**src/hdl/cmf_line_bank.sv**
```systemverilog
module cmf_line_bank #(
    parameter int DEPTH  = 512,
    parameter int DATA_W = 8,
    parameter int ADDR_W = (DEPTH > 1) ? $clog2(DEPTH) : 1
) (
    input  logic              i_clk,
    input  logic              i_we,
    input  logic [ADDR_W-1:0] i_waddr,
    input  logic [DATA_W-1:0] i_wdata,
    input  logic              i_re,
    input  logic [ADDR_W-1:0] i_raddr0,
    input  logic [ADDR_W-1:0] i_raddr1,
    output logic [DATA_W-1:0] o_rdata0,
    output logic [DATA_W-1:0] o_rdata1
);

    logic [DATA_W-1:0] r_mem [DEPTH];
    logic [DATA_W-1:0] r_rdata0;
    logic [DATA_W-1:0] r_rdata1;

    // One write port; the reads return the contents from before a same-cycle write.
    always_ff @(posedge i_clk) begin
        if (i_we) begin
            r_mem[i_waddr] <= i_wdata;
        end
    end

    // Two registered read ports, held while no read is requested.
    always_ff @(posedge i_clk) begin
        if (i_re) begin
            r_rdata0 <= r_mem[i_raddr0];
            r_rdata1 <= r_mem[i_raddr1];
        end
    end

    assign o_rdata0 = r_rdata0;
    assign o_rdata1 = r_rdata1;

endmodule

```
**config.mk**
```make
export PLATFORM = sky130hd
export DESIGN_NAME = cmf_line_bank
export DESIGN_NICKNAME = d
export VERILOG_FILES = /design/src/hdl/cmf_line_bank.sv
export SDC_FILE = /design/constraint.sdc
export NUM_CORES = 2
export LEC_CHECK = 0
export ABC_AREA = 0
export BUFFER_PORTS_ARGS = -buffer_cell sky130_fd_sc_hd__clkbuf_2
export CAP_MARGIN = 20
export CORE_UTILIZATION = 35
export CTS_CLUSTER_DIAMETER = 30
export CTS_CLUSTER_SIZE = 10
export DETAILED_ROUTE_END_ITERATION = 16
export PLACE_DENSITY_LB_ADDON = 0.1
export SLEW_MARGIN = 40
export SYNTH_ARGS = -nofsm -noshare
export SYNTH_HDL_FRONTEND = slang
export SYNTH_SLANG_ARGS = --single-unit
```
**constraint.sdc**
```tcl
create_clock -name i_clk -period 2.35 [get_ports i_clk]
set_input_delay 0.1175 -clock i_clk [delete_from_list [all_inputs] [get_ports i_clk]]
set_output_delay 0.1175 -clock i_clk [all_outputs]
set_load 0.1 [all_outputs]
```
# Word level (Yosys, flattened, before mapping)
# Memories as Yosys holds them, arrays and structs flattened. A register that Yosys moved wholly into a read port is not among the register bits.
# Index checks and enable logic that the tools add are counted.
[op_classes]
n_mux = 2
[ops]
columns = ["cell", "n"]
rows = [
  ["$mux W1", 2],
]
[totals]
ram_bits = 4096
mem_count = 1
input_bits = 38
register_bits = 0
output_inout_bits = 16
word_cells = 3
[memory_table]
columns = ["memory", "depth", "word_bits", "rd", "rd_ports_with_merged_regs", "wr", "line", "text"]
rows = [
  ["r_mem", 512, 8, 2, 2, 1, "17", "logic [DATA_W-1:0] r_mem [DEPTH];"],
]

# Depth between registers and ports, before layout
[logic_depth]
word_depth = 2
ltp_mapped = 13
mapped_depth_nobuf = 7

# Worst setup path before layout
# Ideal clock, no wire load.
[synth_timing]
path_type = "input to register"
from = "input i_raddr0[0]"
to = "register r_rdata0[2], in the netlist o_rdata0[2] (read register of r_mem) (data pin)"
setup_ps = 256
t_arrival_ps = 2087
t_required_ps = 2094
path_slack_ps = 7
stages = 10
n_path_buf = 3
path_cell_list = "buf_4 buf_8 buf_2 mux4_2 mux4_2 nand2_1 o31ai_1 o21ai_1 nor3_1 and4b_1"
[synth_rtl]
columns = ["item", "line", "text"]
rows = [
  ["start: declaration", "11", "input logic [ADDR_W-1:0] i_raddr0,"],
  ["end: declaration", "18", "logic [DATA_W-1:0] r_rdata0;"],
]

==> results.py <==
metrics = {
    "floorplan": {
        "rows": 274,
        "fp.dieH_um": 750,
        "dieArea_um2": 563000,
        "fp.dieW_um": 750,
        "core_um2": 557000,
        "ios": 54,
        "initial_core_util": 0.352,
    },
    "detailed_routing": {
        "vias_per_cell": 5.98,
        "drt-total-wl_um": 838000,
        "drc_errors": 0,
        "drtIter0Drc": 16652,
        "drt-pass1-iter-count": 6,
        "wire_per_inst_um": 36.8,
        "postRouteAntennaNets": 0,
        "vias": 136099,
    },
    "timing": {
        "final-setup-viol-count": 22,
        "min_period_ps": 3040,
        "finalClockSkew_ps": 71.1,
        "fmax_ghz": 0.329,
        "worst_pin_slew_ps": 928,
        "hold_violations": 0,
        "drv_slew": 0,
        "min_period_over_period": 1.29,
        "hold_slack_ps": 19.0,
        "layout_setup_ws_ps": -689,
        "finalSetupTns_ps": -6960,
        "grt_setup_unrepaired": "true",
        "slew_headroom": 0.376,
    },
    "logic_synthesis": {
        "async_reset_ff_frac": 0,
        "ys_ff_latch": 4112,
        "synth_ff_type": "edfxtp_1",
        "avgSynthCellArea_um2": 17.1,
        "ys_seq_area_frac": 0.631,
        "yosysWarnings": 0,
        "synth-edff-count": 4112,
        "syn_inst": 11451,
        "synth.distinct_cells": 79,
        "synthesis.nets": 11489,
        "syn_area_um2": 196000,
    },
    "setup_path": {
        "critPathCaptureType": "flop",
        "required_ps": 3280,
        "cp_slowest_cell": "mux4_2",
        "criticalPathCategory": "flop to flop",
        "r2r_start": "r_mem[87][3]$_DFFE_PP_",
        "start_kind": "flop",
        "path_buf_inv": 1,
        "startpoint": "r_mem[87][3]$_DFFE_PP_",
        "rrSetupSlack_ps": -690,
        "cp_max_fo": 2,
        "r2r_end": "o_rdata0[3]$_DFFE_PP_",
        "cp_slowest_stage_delay_ps": 530,
        "crit_arrival_ps": 3970,
        "critPathTopFamily": "simple AND/OR/NAND/NOR gates",
        "reg2regPathDepth": 8,
        "crit_chain": "mux4_2, a211oi_2, a21o_1, nor4_4, nand3_4, nand4_1, buf_6, and4b_1",
    },
    "placed_design": {
        "numPortBuffers": 53,
        "dpl-instance-area_um2": 227000,
        "gp_congestion": 0.955,
        "dp_hpwl_um": 594000,
        "dp_cells": 20853,
    },
    "grt": {
        "grt_max_degree": 125,
        "antenna_found_initial": 66,
        "gr-usage-all-layers": 0.293,
        "grt_pass1_vias": 139494,
        "grt_pass1_wl_um": 1140000,
        "grt_overflow": 0,
    },
    "clocking": {
        "htree_levels": 7,
        "cts.path.max_buffers": 5,
        "tritoncts": "done",
        "cts_sinks": 4112,
        "cts.clk_slew.worst_paths_ps": 50,
        "cts_buffers": 1110,
        "clockRootBuffer": "clkbuf_16",
        "clk_latency_ps": 1200,
    },
    "worst_hold_path": {
        "min_to": "r_mem[90][0]$_DFFE_PP_",
        "holdCritStartpoint": "i_wdata[0]",
        "min_path_type": "input pin to flop",
        "whs_path_depth": 3,
    },
    "outcome": {
        "violations": "negative setup slack",
        "status": "complete, but fails checks",
    },
    "pwr": {
        "vdd_ir_drop_max_mv": 0.774,
        "p_clk_frac": 0.592,
        "pwr-share-seq": 0.332,
        "power_mw": 245,
        "p_sw_frac": 0.225,
        "power.density_nw_per_um2": 923,
        "power_frac_comb": 0.076,
        "p_switching_mw": 55.2,
        "internal-power_mw": 190,
        "p_leak_nw": 93.5,
    },
    "final_layout": {
        "mostFrequentLayoutCells": "edfxtp_1 (4112), buf_4 (2390), mux2i_1 (1388)",
        "nets": 14574,
        "drive_gt1_frac": 0.408,
        "final_common_cell": "edfxtp_1",
        "synthToLayoutAreaGrowth_pct": 35.4,
        "fin_cells": 22774,
        "final_area_um2": 265000,
    },
    "run": {
        "cap_violations": 0,
    },
}
==> sequential cells by signal (all words and copies together) (netlist names) <==
| register | flops |
|---|---|
| r_mem | 4096 |
| o_rdata1 | 8 |
| o_rdata0 | 8 |
==> Yosys cell counts (152+ instances only) <==
| cell | instances | area [um2] |
|---|---|---|
| a21oi_1 | 284 | 1420 |
| buf_2 | 152 | 761 |
| buf_6 | 160 | 1800 |
| clkbuf_1 | 426 | 1600 |
| edfxtp_1 | 4112 | 123000 |
| mux2i_1 | 1393 | 13900 |
| mux4_2 | 1379 | 31100 |
| nand2_1 | 285 | 1070 |
| nor2_1 | 679 | 2550 |
| nor3_1 | 379 | 1900 |
| o21ai_0 | 155 | 776 |
| o221ai_1 | 511 | 4480 |
| o22ai_1 | 380 | 2380 |
==> worst register-to-register path: cells and delay by family, from the launching register on <==
family                 cells  cell delay (ps)
AND/OR/NAND/NOR            4              960
multiplexers               1              540
buffers and inverters      1              310
flip-flops                 1              410
AO/OA/AOI/OAI              2              560
==> metal layers <==
layer / share of wire / vias up / GRT usage
met1: 0.42 / 72310 / 0.400
met2: 0.46 / 7281 / 0.448
met5: 0.00021 / - / 0
met3: 0.092 / 1406 / 0.0774
met4: 0.037 / 30 / 0.115
li1: - / 55072 / -
==> layout make-up <==
cell class | count | area, um2
antenna | 22 | 55.1
tap | 7452 | 9320
multi-input combinational | 6378 | 69000
timing repair buffer | 2927 | 27700
sequential | 4112 | 123000
fill | 47299 | 292000
clock buffer | 1271 | 29000
inverter | 7 | 51.3
clock inverter | 605 | 6640
==> kinds of logic after synthesis <==
group,synth area share
multiplexers,0.231
AO/OA/AOI/OAI,0.0642
AND/OR/NAND/NOR,0.0440
buffers and inverters,0.0306
flip-flops,0.631
==> power groups by stage <==
stage / sequential, mW / clock (mW) / combinational, mW
floorplan: 82.7 / 0 / 7.59
global placement: 82.5 / 0 / 17.7
detailed placement: 82.5 / 0 / 17.8
CTS: 81.3 / 146 / 18.3
global route: 81.3 / 150 / 19.0
finish: 81.4 / 145 / 18.5
==> repair_timing <==
item,in CTS,in global routing
cloned,0,0
buffers inserted,11,8
hold buffers,38,0
pin swaps,86,87
hold endpoints to repair,5010,0
resized for setup,298,171
endpoints found under the setup margin,32,27
==> through the flow <==
stage           util  setup slack (ps)
2_1_floorplan      -              7.01
3_3_place_gp   0.407             -2370
3_5_place_dp   0.407             -2000
4_1_cts        0.474              -659
5_1_grt        0.476              -796
6_report       0.476              -689
==> worst max path at each step <==
stage                            endpoint  depth (start not counted)  slack (ps)
floorplan           o_rdata0[2]$_DFFE_PP_                         10           7
global placement    o_rdata1[5]$_DFFE_PP_                         16       -2370
detailed placement  o_rdata0[3]$_DFFE_PP_                         13       -2000
CTS                 o_rdata0[7]$_DFFE_PP_                          8        -660
global route        o_rdata0[7]$_DFFE_PP_                         10        -800
finish              o_rdata0[3]$_DFFE_PP_                          8        -690
No activity file was read; power rests on OpenSTA's default activity.
