## config.mk

```make
export PLATFORM = sky130hd
export DESIGN_NAME = cmf_median5
export DESIGN_NICKNAME = d
export VERILOG_FILES = /design/src/hdl/cmf_median5.sv
export SDC_FILE = /design/constraint.sdc
export NUM_CORES = 1
export LEC_CHECK = 0
export ABC_CLOCK_PERIOD_IN_PS = 21300
export BUFFER_PORTS_ARGS = -buffer_cell sky130_fd_sc_hd__buf_2
export CAP_MARGIN = 20
export CELL_PAD_IN_SITES_DETAIL_PLACEMENT = 0
export CELL_PAD_IN_SITES_GLOBAL_PLACEMENT = 1
export CORE_ASPECT_RATIO = 1.1
export CORE_MARGIN = 4
export CORE_UTILIZATION = 44
export DETAILED_ROUTE_END_ITERATION = 7
export PLACE_DENSITY = 0.84
export RECOVER_POWER = 50
export SETUP_SLACK_MARGIN = 0.5
export SYNTH_ARGS = -nofsm -noshare
export SYNTH_HDL_FRONTEND = slang
export SYNTH_SLANG_ARGS = --single-unit
```

## constraint.sdc

```tcl
create_clock -name vclk -period 21.3
set_clock_uncertainty 0.05 [all_clocks]
set_input_delay 3.195 -clock vclk [all_inputs]
set_output_delay 3.195 -clock vclk [all_outputs]
set_load 0.005 [all_outputs]
```

## src/hdl/cmf_median5.sv

```systemverilog
module cmf_median5 #(
    parameter int DATA_W = 8
) (
    input  logic [4:0][DATA_W-1:0] i_values,
    output logic [DATA_W-1:0]      o_median
);

    typedef logic [4:0][DATA_W-1:0] t_vec5;

    // Order one pair of elements, the smaller value to the lower index.
    function automatic t_vec5 cmp_swap(t_vec5 x, int lo, int hi);
        t_vec5 y;
        y = x;
        if (x[lo] > x[hi]) begin
            y[lo] = x[hi];
            y[hi] = x[lo];
        end
        return y;
    endfunction

    t_vec5 w_sorted;

    // Nine-comparator sorting network of depth six; the middle element is the median.
    always_comb begin
        w_sorted = i_values;
        w_sorted = cmp_swap(w_sorted, 0, 1);
        w_sorted = cmp_swap(w_sorted, 3, 4);
        w_sorted = cmp_swap(w_sorted, 2, 4);
        w_sorted = cmp_swap(w_sorted, 2, 3);
        w_sorted = cmp_swap(w_sorted, 1, 4);
        w_sorted = cmp_swap(w_sorted, 0, 3);
        w_sorted = cmp_swap(w_sorted, 0, 2);
        w_sorted = cmp_swap(w_sorted, 1, 3);
        w_sorted = cmp_swap(w_sorted, 1, 2);
    end

    assign o_median = w_sorted[2];

endmodule

```

## After elaboration in Yosys (flattened, before gate mapping)

Index checks and enable logic that the tools add are counted.

| word-level totals | value |
|---|---|
| bits in read-only memories | 0 |
| input port bits | 40 |
| flip-flop bits (word level) | 0 |
| memories | 0 |
| bits in writable memories | 0 |
| logic and storage cells | 20 |
| latch bits | 0 |

| operators by class | value |
|---|---|
| divide/modulo/power cells | 0 |
| multipliers | 0 |
| bitwise operators | 0 |
| $lt $le $gt $ge | 9 |
| reductions and logical operators | 0 |
| equal/unequal tests | 0 |
| shifts and indexed selects | 0 |
| multiplexer cells | 11 |
| add/sub/neg operators | 0 |

Operators by type and width:

| cell | count |
|---|---|
| 8-bit > comparator | 9 |
| 16-bit 2-to-1 mux | 4 |
| 8-bit 2-to-1 mux | 7 |

## Depth between registers and ports, before layout

Gate-level depths: netlist of run 1.

| depth | value |
|---|---|
| word-level depth | 12 |
| gate-level depth with buffers | 64 |

## Worst setup path after synthesis of run 1

OpenSTA, ideal clock, no wires.

| path | value |
|---|---|
| kind | input to output |
| from | input port i_values[37] (netlist name) |
| to | output port o_median[3] |
| data required time | 18.055 ns |
| cell stages on the path | 57 |
| data arrival time | 13.739 ns |
| setup slack | 4.316 ns |
| path buffers | 6 |
| cell sequence | inv_1 -> ha_1 -> a211oi_2 -> o21ba_1 -> nor2_1 -> nor2_1 -> clkbuf_1 -> mux2_2 -> inv_1 -> ha_1 -> nand4_1 -> a21oi_2 -> nor2_1 -> o41ai_2 -> a31oi_4 -> nor3_2 -> clkbuf_1 -> a21oi_1 -> [21 not listed] -> a21oi_1 -> o21a_1 -> nor3_1 -> a21oi_1 -> o211ai_1 -> mux2i_1 -> a21boi_1 -> or2_1 -> ha_1 -> o21a_1 -> o21ai_0 -> nand2b_1 -> a21oi_1 -> o21ai_0 -> o21ai_0 -> clkbuf_1 -> o31ai_1 -> a311oi_1 |

| on the way | value |
|---|---|
| longest elaborated chain between the ends | 12 |
| elaborated cells between the ends (all ways) | 18 |
| classes of those cells | 8 x order compare; 10 x mux |

Ends and longest elaborated chain:

| item | line | text |
|---|---|---|
| start: declaration | 4 | `input logic [4:0][DATA_W-1:0] i_values,` |
| 8-bit > comparator | 14 | `if (x[lo] > x[hi]) begin` |
| 16-bit 2-to-1 mux * | 14 |  |
| 8-bit > comparator | 14 |  |
| 8-bit 2-to-1 mux | 14 |  |
| 8-bit > comparator | 14 |  |
| 16-bit 2-to-1 mux | 14 |  |
| 8-bit > comparator | 14 |  |
| 8-bit 2-to-1 mux | 14 |  |
| 8-bit > comparator | 14 |  |
| 8-bit 2-to-1 mux | 14 |  |
| 8-bit > comparator | 14 |  |
| 16-bit 2-to-1 mux * | 14 |  |
| end: declaration | 5 | `output logic [DATA_W-1:0] o_median` |

Mark *: on every way between the ends. The rest lies on a longest branch, timed or not.

## Worst setup path in the final report of run 1

| path | value |
|---|---|
| from | input port i_values[37] (netlist name) |
| to | output port o_median[4] |

The elaborated chain is that of the path after synthesis.

==> flow_summary.toml, run 1 <==
[status]
status = "completed"

[critical_path]
cpPeakStageDelay_ps = 730
worstPathArrival_ps = 16190
required_ps = 18060
crit_slowest_cell = "or2_0"
crit_type = "primary input to primary output"
cp-end-kind = "primary output"
crit_fanout = 23
setup.worst_path.start_class = "primary input"

[hold_path]
hp-start = "i_values[1]"
hold_path_class = "primary input to primary output"
holdPathStages = 6
hold-path-endpoint = "o_median[1]"

[die]
row_count = 33
die_h_um = 101
io_pins = 48
die_area_sq_um = 9310
design.core.area_sq_um = 7560
die_w_um = 92.4
initial_utilization = 0.456

[cells_and_area]
fin_area_sq_um = 3770
syn_to_final_growth_pct = 9.37
final_common_cell = "ha_1"
final-seq-area_sq_um = 0
final_layout_size_suffix_gt1_frac = 0.165
num_antenna_cells = 0
most-common-layout-cells = "68 x ha_1, 62 x a21oi_1, 48 x buf_2"
nets = 637
seq_cells = 0
clkbuf_count = 0

[sta]
max_freq_mhz = 51.4
maxSlewViolCount = 0
hold_viol_final = 0
maxSlewHeadroom = 0.368
min_period_ps = 19440
worst_pin_slew_ps = 947
rsz0062_at_grt = "no"
setup_tns_ps = 0
fin_crit_sh = 0.913
hold_slack_ps = 7140
finalSetupViolations = 0

[global_routing]
grt_pass1_wl_um = 16400
grt.total_usage = 0.214
grt_max_degree = 26
antenna_found_initial = 0
gr-total-overflow = 0
grt_pass1_vias = 3440

[detailed_routing]
via_per_inst = 5.74
routed_wl_um = 10100
dr.pass1.iters = 4
vias = 3629
drt_iter0_markers = 122
ant_nets = 0
drc = 0
wire_per_inst_um = 16.0

[logic_synthesis]
postSynthCellCount = 493
synth_warnings = 0
yosysSeqAreaShare = 0
syn_area_per_cell_sq_um = 6.99
syn_nets = 601
synth.distinct_cells = 61
syn_area_sq_um = 3440

[place]
routabilityCongestion = 0.943
hpwl_um = 8900
portBuffers = 48
post_dp_cell_area_sq_um = 3760

[cts]
cts_resized = 0
post_cts_buffers = 0
holdBufCountCts = 0

[run]
drv_cap = 0
-- critical path, delay by kind of cell --
family          cells  cell delay (ps)
compound gates     24             4280
simple gates       14             3770
fa+ha+maj           6             1900
buf+inv             8             1390
mux                 4             1610
-- per-stage QoR --
stage                     setup WS [ps]  instances   util
final                              1860        632  0.499
after global routing                623        632  0.499
after CTS                          1820        631  0.497
after detailed placement           1850        631  0.497
after global placement             2120        631  0.497
after floorplan                    4320        493      -
-- synth_stat cells, drive strengths merged (10+ instances only) --
master   n  share of area
nand2   32          0.035
a21o    11          0.024
mux2i   27          0.078
a21oi   64          0.095
mux2    20          0.066
inv     45          0.049
clkbuf  11          0.012
ha      68           0.25
nor3    10          0.019
nand3   18          0.026
o21ai   30          0.044
o21a    12          0.026
nor2    45          0.049
-- logic make-up after synthesis --
logic type	after synthesis	synth area share
buffers and inverters	63	0.0719
adders and majority gates	68	0.247
muxes	47	0.145
AOI/OAI and AO/OA	166	0.321
and+or+nand+nor	149	0.215
-- per-layer routing --
| layer | vias to the layer above | part of all wire | global-route usage |
|---|---|---|---|
| met5 | - | 0 | 0 |
| met2 | 82 | 0.48 | 0.392 |
| met3 | 18 | 0.030 | 0.00373 |
| met4 | 0 | 0.032 | 0.0629 |
| met1 | 1625 | 0.46 | 0.274 |
| li1 | 1904 | - | - |
-- final cells by class --
class | instances | area (sq um)
tap | 105 | 131
fill | 807 | 3790
inverter | 46 | 173
timing repair buffer | 51 | 267
multi-input combinational | 430 | 3200
-- worst max-delay path by stage --
stage / slack (ps) / to / cells past startpoint / from
3_5_place_dp: 1850 / o_median[4] / 55 / i_values[37]
2_1_floorplan: 4320 / o_median[3] / 57 / i_values[37]
6_report: 1860 / o_median[4] / 56 / i_values[37]
3_3_place_gp: 2120 / o_median[4] / 55 / i_values[37]
4_1_cts: 1820 / o_median[4] / 55 / i_values[37]
5_1_grt: 620 / o_median[5] / 55 / i_values[37]
Power of run 1 is left out: the tool's default activity adds up to more than one toggle a clock period on the data nets, which glitch-free logic cannot reach.
==> run 2, diff against run 1 <==
- CORE_MARGIN: 4 -> 2
==> run 2 against run 1 <==
Compared with the run above:
- non-clock buffer count unchanged
- final cell count stayed put
- critical path depth up 2
==> flow_summary.toml, run 2 (synthesis results as in run 1) <==
[sta]
worst_pin_slew_ps = 936
rsz0062_at_grt = "no"
maxSlewViolCount = 0
hold_slack_ps = 7160
hold_viol_final = 0
maxSlewHeadroom = 0.376
max_freq_mhz = 51.6
min_period_ps = 19390
fin_crit_sh = 0.910
finalSetupViolations = 0
setup_tns_ps = 0

[critical_path]
crit_type = "primary input to primary output"
crit_fanout = 23
required_ps = 18060
crit_family = "compound AO/OA/AOI/OAI gates"
crit_cells = 58
setup.worst_path.start_class = "primary input"
crit_slowest_cell = "or2_0"
worst-path-buf-inv = 7
cp-end-kind = "primary output"
worstPathArrival_ps = 16140
cpPeakStageDelay_ps = 720

[place]
dp_cells = 631
portBuffers = 48
routabilityCongestion = 0.935
hpwl_um = 8690

[cells_and_area]
num_antenna_cells = 0
syn_to_final_growth_pct = 9.15
final_common_cell = "ha_1"
clkbuf_count = 0
nets = 637
fin_cells = 632
final_core_util = 0.500
final_layout_size_suffix_gt1_frac = 0.163
final-seq-area_sq_um = 0
nFillCells = 797
most-common-layout-cells = "68 x ha_1, 62 x a21oi_1, 48 x buf_2"
seq_cells = 0

[die]
die_area_sq_um = 8550
initial_utilization = 0.458
row_count = 33
die_w_um = 88.4
design.core.area_sq_um = 7510
io_pins = 48
die_h_um = 96.8

[run]
drv_cap = 0

[hold_path]
hold_path_class = "primary input to primary output"
holdPathStages = 6

[global_routing]
grt_pass1_vias = 3623
grt_pass1_wl_um = 16400
antenna_found_initial = 0
grt_max_degree = 26
gr-total-overflow = 0
grt.total_usage = 0.234

[detailed_routing]
drc = 0
wire_per_inst_um = 16.0
via_per_inst = 5.86
vias = 3705
routed_wl_um = 10100
dr.pass1.iters = 4
drt_iter0_markers = 196
ant_nets = 0

[status]
status = "completed"

[cts]
holdBufCountCts = 0
cts_resized = 0
post_cts_buffers = 0
run 2: cell types whose count changed in the layout (fill, tap and decap cells not counted):
cell / change
o41ai_1: +1
o41ai_2: -1
run 2: area by class of cell:
type	count	area [sq um]	share of cell area
multi-input combinational	430	3190	0.848
timing repair buffer	51	267	0.0709
inverter	46	173	0.0459
tap	105	131	0.0349
run 2: layer usage:
metal	track usage	wire length [um]	share of wire
met1	0.310	4670	0.46
met3	0.0119	340	0.034
met5	0	0	0
met4	0.0594	236	0.023
met2	0.407	4840	0.48
run 2: worst paths after layout:
check / slack (ps) / endpoint / startpoint
setup / recovery: 1910 / o_median[5] / i_values[37]
hold / removal: 7160 / o_median[3] / i_values[3]
run 2: tightest hold or removal path, cell delays in order:
cell	delay, ps
buf_2	110
a21oi_1	220
mux2i_1	140
inv_1	130
a311oi_1	100
buf_2	120
run 2: through the flow:
| step | instance area, sq um | setup WS, ps |
|---|---|---|
| 2_1_floorplan | 3440 | 4320 |
| 3_3_place_gp | 3760 | 2410 |
| 3_5_place_dp | 3760 | 2200 |
| 4_1_cts | 3760 | 2170 |
| 5_1_grt | 3760 | 716 |
| 6_report | 3760 | 1910 |
Power of run 2 is left out for the same reason.
